[src/rtl/mrad_pkg.sv]
// shared constants and types of the mmio region address decoder
// no dependencies; imported by every module of the block
package mrad_pkg;

  localparam int MaxRegions = 16;
  localparam int SlotW      = $clog2(MaxRegions);
  localparam int IdxW       = 4;
  localparam int AddrW      = 32;
  localparam int DataW      = 32;
  localparam int CapsW      = 4;
  localparam int TagW       = 8;
  localparam int FuncW      = 3;
  localparam int StatusW    = 3;

  localparam logic [FuncW-1:0] FuncMap    = 3'd0;
  localparam logic [FuncW-1:0] FuncRdByte = 3'd1;
  localparam logic [FuncW-1:0] FuncRdWord = 3'd2;
  localparam logic [FuncW-1:0] FuncWrByte = 3'd3;
  localparam logic [FuncW-1:0] FuncWrWord = 3'd4;

  localparam logic [StatusW-1:0] StOk     = 3'd0;
  localparam logic [StatusW-1:0] StBadMem = 3'd1;
  localparam logic [StatusW-1:0] StBadOp  = 3'd2;
  localparam logic [StatusW-1:0] StUsed   = 3'd3;
  localparam logic [StatusW-1:0] StFull   = 3'd4;

  localparam logic [AddrW-1:0] WordBytes = 32'd4;

  typedef struct packed {
    logic [AddrW-1:0] start;
    logic [AddrW-1:0] lim;
    logic [CapsW-1:0] caps;
    logic [TagW-1:0]  tag;
  } slot_t;

  typedef struct packed {
    logic             we;
    logic [SlotW-1:0] addr;
    slot_t            data;
  } ram_wr_t;

  typedef struct packed {
    logic [StatusW-1:0] status;
    logic [IdxW-1:0]    idx;
    logic [AddrW-1:0]   rel;
    logic [TagW-1:0]    tag;
    logic [DataW-1:0]   fwd;
  } res_t;

  typedef enum logic [2:0] {
    StateIdle = 3'b001,
    StateScan = 3'b010,
    StateOut  = 3'b100
  } state_e;

endpackage

[src/rtl/mmio_region_address_decoder.sv]
// mmio region address decoder: region table with map requests and access lookup
// Channels: one request channel (func_i, addr_i, new_end_i, new_caps_i,
// new_tag_i, write_data_i) under in_valid_i / in_stall_o, and one result
// channel (status_o, region_index_o, region_offset_o, device_tag_o, fwd_data_o)
// under out_valid_o / out_stall_i. Every request yields exactly one result.
// A request is taken when in_valid_i is high and in_stall_o is low; the
// block then holds in_stall_o high until the result has moved into the
// output register. Region data sits in a 16-entry table memory with a
// registered read port, read one slot per cycle; used bits are flip-flops.
// A map request scans the slots until one overlaps its range, else all 16
// slots; an access stops at the slot it hits, a miss scans all 16. An empty
// map range or an unknown func skips the scan. A new request is taken only
// after the last result has moved into the output register.
// Stall: a waiting result stays in the output register while a new request
// is taken; a finished result waits in the engine until the register frees.
// Reset clears all used bits, so no region is mapped; no clearing pass.
module mmio_region_address_decoder (
  input  logic                          clk_i,
  input  logic                          rst_ni,
  input  logic                          in_valid_i,
  output logic                          in_stall_o,
  input  logic [mrad_pkg::FuncW-1:0]    func_i,
  input  logic [mrad_pkg::AddrW-1:0]    addr_i,
  input  logic [mrad_pkg::AddrW-1:0]    new_end_i,
  input  logic [mrad_pkg::CapsW-1:0]    new_caps_i,
  input  logic [mrad_pkg::TagW-1:0]     new_tag_i,
  input  logic [mrad_pkg::DataW-1:0]    write_data_i,
  output logic                          out_valid_o,
  input  logic                          out_stall_i,
  output logic [mrad_pkg::StatusW-1:0]  status_o,
  output logic [mrad_pkg::IdxW-1:0]     region_index_o,
  output logic [mrad_pkg::AddrW-1:0]    region_offset_o,
  output logic [mrad_pkg::TagW-1:0]     device_tag_o,
  output logic [mrad_pkg::DataW-1:0]    fwd_data_o
);
  import mrad_pkg::*;

  state_e                state_q, state_d;
  logic [SlotW-1:0]      cnt_q, cnt_d;
  logic [MaxRegions-1:0] used_q, used_d;
  logic                  free_found_q, free_found_d;
  logic [SlotW-1:0]      free_idx_q, free_idx_d;
  res_t                  res_q, res_d;
  res_t                  out_q;
  logic                  out_valid_q;

  logic [FuncW-1:0]      req_func_q;
  logic [AddrW-1:0]      req_addr_q;
  logic [AddrW-1:0]      req_end_q;
  logic [CapsW-1:0]      req_caps_q;
  logic [TagW-1:0]       req_tag_q;
  logic [DataW-1:0]      req_wdata_q;

  ram_wr_t               wr;
  logic [SlotW-1:0]      raddr;
  slot_t                 cur;

  logic                  accept;
  logic                  out_free;
  logic                  scan_last;
  logic                  cur_used;
  logic                  hit_overlap;
  logic                  hit_access;
  logic                  cap_ok;
  logic                  is_word;
  logic                  is_write;
  logic [AddrW-1:0]      span;
  logic [SlotW-1:0]      take_idx;
  logic                  have_free;

  mrad_slot_ram u_slot_ram (
    .clk_i   (clk_i),
    .wr_i    (wr),
    .raddr_i (raddr),
    .rdata_o (cur)
  );

  assign in_stall_o = (state_q != StateIdle);
  assign accept     = in_valid_i && !in_stall_o;
  assign out_free   = !out_valid_q || !out_stall_i;

  assign scan_last   = (cnt_q == SlotW'(MaxRegions - 1));
  assign cur_used    = used_q[cnt_q];
  assign hit_overlap = cur_used && (cur.start < req_end_q) && (req_addr_q < cur.lim);
  assign hit_access  = cur_used && (cur.start <= req_addr_q) && (req_addr_q < cur.lim);
  assign span        = cur.lim - req_addr_q;
  assign is_word     = (req_func_q == FuncRdWord) || (req_func_q == FuncWrWord);
  assign is_write    = (req_func_q == FuncWrByte) || (req_func_q == FuncWrWord);
  assign have_free   = free_found_q || !cur_used;
  assign take_idx    = free_found_q ? free_idx_q : cnt_q;

  always_comb begin
    case (req_func_q)
      FuncRdByte: cap_ok = cur.caps[0];
      FuncRdWord: cap_ok = cur.caps[1];
      FuncWrByte: cap_ok = cur.caps[2];
      FuncWrWord: cap_ok = cur.caps[3];
      default:    cap_ok = 1'b0;
    endcase
  end

  always_comb begin
    state_d      = state_q;
    cnt_d        = cnt_q;
    used_d       = used_q;
    free_found_d = free_found_q;
    free_idx_d   = free_idx_q;
    res_d        = res_q;
    raddr        = '0;
    wr.we        = 1'b0;
    wr.addr      = take_idx;
    wr.data      = '{start: req_addr_q, lim: req_end_q, caps: req_caps_q, tag: req_tag_q};

    unique case (state_q)
      StateIdle: begin
        if (accept) begin
          res_d        = '0;
          cnt_d        = '0;
          free_found_d = 1'b0;
          if (func_i == FuncMap && new_end_i <= addr_i) begin
            res_d.status = StBadMem;
            state_d      = StateOut;
          end else if (func_i > FuncWrWord) begin
            res_d.status = StBadOp;
            state_d      = StateOut;
          end else begin
            state_d = StateScan;
          end
        end
      end
      StateScan: begin
        // read of the next slot goes out while the current one is checked
        raddr = scan_last ? '0 : cnt_q + SlotW'(1);
        cnt_d = cnt_q + SlotW'(1);
        if (req_func_q == FuncMap) begin
          if (hit_overlap) begin
            res_d.status = StUsed;
            state_d      = StateOut;
          end else begin
            if (!cur_used && !free_found_q) begin
              free_found_d = 1'b1;
              free_idx_d   = cnt_q;
            end
            if (scan_last) begin
              state_d = StateOut;
              if (have_free) begin
                wr.we            = 1'b1;
                used_d[take_idx] = 1'b1;
                res_d.status     = StOk;
                res_d.idx        = IdxW'(take_idx);
                res_d.tag        = req_tag_q;
              end else begin
                res_d.status = StFull;
              end
            end
          end
        end else if (hit_access) begin
          state_d   = StateOut;
          res_d.idx = IdxW'(cnt_q);
          res_d.tag = cur.tag;
          if (!cap_ok) begin
            res_d.status = StBadOp;
          end else if (is_word && span < WordBytes) begin
            res_d.status = StBadMem;
          end else begin
            res_d.status = StOk;
            res_d.rel    = req_addr_q - cur.start;
            res_d.fwd    = is_write ? req_wdata_q : '0;
          end
        end else if (scan_last) begin
          res_d.status = StBadMem;
          state_d      = StateOut;
        end
      end
      StateOut: begin
        if (out_free) begin
          state_d = StateIdle;
        end
      end
      default: begin
        state_d = StateIdle;
      end
    endcase
  end

  always_ff @(posedge clk_i or negedge rst_ni) begin
    if (!rst_ni) begin
      state_q      <= StateIdle;
      cnt_q        <= '0;
      used_q       <= '0;
      free_found_q <= 1'b0;
      free_idx_q   <= '0;
      out_valid_q  <= 1'b0;
    end else begin
      state_q      <= state_d;
      cnt_q        <= cnt_d;
      used_q       <= used_d;
      free_found_q <= free_found_d;
      free_idx_q   <= free_idx_d;
      if (state_q == StateOut && out_free) begin
        out_valid_q <= 1'b1;
      end else if (!out_stall_i) begin
        out_valid_q <= 1'b0;
      end
    end
  end

  always_ff @(posedge clk_i) begin
    res_q <= res_d;
    if (accept) begin
      req_func_q  <= func_i;
      req_addr_q  <= addr_i;
      req_end_q   <= new_end_i;
      req_caps_q  <= new_caps_i;
      req_tag_q   <= new_tag_i;
      req_wdata_q <= write_data_i;
    end
    if (state_q == StateOut && out_free) begin
      out_q <= res_q;
    end
  end

  assign out_valid_o     = out_valid_q;
  assign status_o        = out_q.status;
  assign region_index_o  = out_q.idx;
  assign region_offset_o = out_q.rel;
  assign device_tag_o    = out_q.tag;
  assign fwd_data_o      = out_q.fwd;

endmodule

[src/rtl/mrad_slot_ram.sv]
// region table memory: one write port, one registered read port
// depends on mrad_pkg for the entry and write port types
module mrad_slot_ram (
  input  logic                      clk_i,
  input  mrad_pkg::ram_wr_t         wr_i,
  input  logic [mrad_pkg::SlotW-1:0] raddr_i,
  output mrad_pkg::slot_t           rdata_o
);
  import mrad_pkg::*;

  slot_t mem [MaxRegions];
  slot_t rdata_q;

  always_ff @(posedge clk_i) begin
    if (wr_i.we) begin
      mem[wr_i.addr] <= wr_i.data;
    end
    rdata_q <= mem[raddr_i];
  end

  assign rdata_o = rdata_q;

endmodule

[config.mk]
export PLATFORM = sky130hd
export DESIGN_NAME = mmio_region_address_decoder
export DESIGN_NICKNAME = d
export VERILOG_FILES = /design/src/rtl/mrad_pkg.sv /design/src/rtl/mmio_region_address_decoder.sv /design/src/rtl/mrad_slot_ram.sv
export SDC_FILE = /design/constraint.sdc
export NUM_CORES = 2
export LEC_CHECK = 0
export ABC_AREA = 1
export BUFFER_PORTS_ARGS = -buffer_cell sky130_fd_sc_hd__clkbuf_2
export CAP_MARGIN = 20
export CELL_PAD_IN_SITES_DETAIL_PLACEMENT = 1
export CELL_PAD_IN_SITES_GLOBAL_PLACEMENT = 1
export CORE_MARGIN = 5
export CORE_UTILIZATION = 30
export CTS_BUF_LIST = sky130_fd_sc_hd__clkbuf_8
export DETAILED_ROUTE_END_ITERATION = 8
export PLACE_DENSITY = 0.59
export RECOVER_POWER = 25
export SLEW_MARGIN = 20
export SYNTH_ARGS = -nofsm -noshare
export SYNTH_HDL_FRONTEND = slang
export SYNTH_HIERARCHICAL = 1
export SYNTH_SLANG_ARGS = --single-unit
[constraint.sdc]
create_clock -name clk_i -period 19.8 [get_ports clk_i]
set_clock_uncertainty 0.2 [all_clocks]
set_input_delay 3.96 -clock clk_i [delete_from_list [all_inputs] [get_ports clk_i]]
set_output_delay 3.96 -clock clk_i [all_outputs]
set_load 0.005 [all_outputs]
==> metrics <==
outcome=finished, violations left; failing checks=max-capacitance violations, max-slew violations; Int Power=5.97 mW; Worst-Margin Slew=1.63 ns; area of the mapped netlist=70,000 um^2; Finished Cell Area=79,600 um^2; global route overflow=0; max-cap viol count=2; Leakage Power=34.3 nW; Synth cell types=51; most frequent cells in the layout=nand2_1, edfxtp_1, inv_1; vias in the first global route=50,800; num ports=196; overall global routing resource usage=18.4%; Die ar.=243,000 um^2; crit end category=flip-flop; startpoint types=flip-flop; Clock Sink Count=1,590; Post-Synthesis Mean Instance Area=10.3 um^2; switching share of power=31.5%; commonest non-fill, non-tap cell in the layout=nand2_1; Post-synth EDFFs=1,485; Synth area leader=edfxtp_1; Worst R2R Path Depth=20; synth warn=6; Worst Path Required=20.18 ns; Worst slew margin=-8.38%; share of cells above drive strength 1=9.65%; fin crit share=34.8%; die outline width=493 um; Synth area leaders=edfxtp_1, nand2_1, nand3_1, inv_1, ha_1; Net Sw Power=2.74 mW; Synth Net Count=7,044; HPWL Detailed=134,000 um; Pwr Total=8.72 mW; sequential fraction of the synthesis area=66.9%; Gate Count Post-Synth=6,800; Layout Nets=7,372; Clock Latency Late Sink=1.02 ns; Hold-fix buffers, CTS=0; Core ar.=232,000 um^2; Initial Util=30.1%; Initial DRC Count=3,239; Hold Crit Depth=0; Logic pwr share=18.7%; clk root buf=clkbuf_8; Rows=177; post-CTS sizing=0; drt wl/cell=22.1 um; CP max FO=32; global-route wire length before repair=334,000 um; Port Buffers=195; CTS tree=built; H-tree lvl count=5; asr flop ratio synth=1.82%; clk buf depth=4; top_reg_cell synth=edfxtp_1; sequential group share of total power=47.9%; number of vias per cell=4.74; total number of vias=49,100; CP arrival=7.28 ns; Hold WC Path Type=reg2reg; largest net degree at the start of global routing=169; drc violations=0; setup TNS=0 ns; max frequency=145 MHz; crit path kind=reg2reg; antenna violations before repair=11; first-pass iteration count of the detailed router=6; Slew Limit Fails=38; Post-Route WL=230,000 um; Hold Vio Cnt, Final=0; Final Core Density=34.3%; power density cells=109 nW/um^2; final setup violation count=0; share of the synthesized area in the top cell type=63.7%; minimum clock period=6.90 ns; Final ANT Viol Nets=0; worst-case vdd ir drop=58.1 uV; gpl congestion=0.848; dpl cell area=74,500 um^2; RSZ-0062 raised after global routing=false; fillers=26,100; area grow syn2layout=13.8%; Seq cells post-synth=1,590; clk slew on worst S/H paths=0.06 ns; Clk pwr share=33.4%; Num CTS Buffers=293; # Post-CTS Setup Buffers=0; Die Y=493 um
## worst paths after layout
path	start	to	slack (ns)
max reg2reg	req_addr_q[2]$_DFFE_PP_	u_slot_ram/mem[7][20]$_DFFE_PP_	12.90
min in group asynchronous	rst_ni	out_valid_o$_DFFE_PN0P_	2.86
max	req_addr_q[2]$_DFFE_PP_	u_slot_ram/mem[7][20]$_DFFE_PP_	12.90
min	res_q[63]$_SDFFCE_PN0P_	region_offset_o[23]$_DFFE_PP_	0.21
min reg2reg	res_q[63]$_SDFFCE_PN0P_	region_offset_o[23]$_DFFE_PP_	0.21
max in group asynchronous	rst_ni	used_q[10]$_DFFE_PN0P_	15.94
## final cells by class
type                       instances  area (um^2)  share of cell area (%)
antenna                            5         12.5                  0.0157
clock buffer                     320         4400                    5.53
clock inverter                   172          855                    1.07
inverter                        1272         4810                    6.04
multi-input combinational       3671        17200                    21.6
sequential                      1590        46800                    58.8
tap                             3043         3810                    4.78
timing repair buffer             300         1720                    2.16
## critical path, cell delays in order (launching register included)
cell,delay (ns)
edfxtp_1,0.32
clkbuf_1,1.17
inv_1,0.11
ha_1,0.47
nand2_2,0.13
inv_1,0.05
nand2_2,0.07
nand2_2,0.08
nand2_2,0.08
nand2_2,0.07
nand2_2,0.07
nand2_2,0.06
nand2_2,0.06
nand2_2,0.08
nand4_4,0.29
inv_1,0.13
nor4_2,0.44
nand3_1,0.43
nor2_4,0.61
buf_4,0.73
buf_4,0.67
## metrics by stage
| stage | setup WS (ns) | instances | hold slack [ns] |
|---|---|---|---|
| after CTS | 13.17 | 10400 | 0.199 |
| after global placement | 12.62 | 9875 | 0.201 |
| final | 12.90 | 10400 | 0.208 |
| after floorplan | 11.72 | 6800 | 0.200 |
| after detailed placement | 12.81 | 9875 | 0.206 |
| after global routing | 12.64 | 10400 | 0.222 |
## registers in the layout, indices dropped and copies added (netlist names), 16 cells and up
| signal | cells |
|---|---|
| u_slot_ram/mem | 1216 |
| used_q | 16 |
| req_addr_q | 32 |
| req_end_q | 32 |
| res_q | 79 |
| req_wdata_q | 32 |
| fwd_data_o | 32 |
| region_offset_o | 32 |
| u_slot_ram/rdata_o | 76 |
## synth_stat cells (26+ instances only)
cell,n
a21oi_1,119
dfxtp_1,76
nor2_1,205
nand3_1,982
o21ai_0,69
dfrtp_1,28
nand2_1,1992
edfxtp_1,1485
ha_1,128
clkbuf_1,60
buf_2,157
nand4_1,26
inv_1,1264
## power by group through the flow
stage / combinational, mW / sequential, mW / clock (mW)
after floorplan: 1.03 / 4.17 / 0
after global placement: 1.62 / 4.24 / 0
after detailed placement: 1.64 / 4.25 / 0
after CTS: 1.65 / 4.18 / 3.01
after global routing: 1.81 / 4.19 / 3.16
final: 1.63 / 4.17 / 2.91
## kinds of logic (layout without fill, tap and decap cells)
| group | after synthesis | in the layout | share of synthesized area, % |
|---|---|---|---|
| AOI/OAI and AO/OA | 269 | 269 | 2.26 |
| xor gates and xnor gates | 1 | 1 | 0.0125 |
| adders and majority gates | 129 | 129 | 2.32 |
| buffers and inverters | 1539 | 2064 | 8.73 |
| DFF | 1590 | 1590 | 66.9 |
| other | 0 | 5 | 0 |
| and+or+nand+nor | 3272 | 3272 | 19.7 |
## routing by layer
| layer | vias to the layer above | part of all wire, % | GRT usage, % |
|---|---|---|---|
| met4 | 0 | 3.1 | 6.21 |
| li1 | 22800 | - | - |
| met2 | 1147 | 48 | 31.3 |
| met5 | - | 0 | 0 |
| met3 | 319 | 4.6 | 2.86 |
| met1 | 24800 | 44 | 24.1 |
No activity file was read; power rests on OpenSTA's default activity.
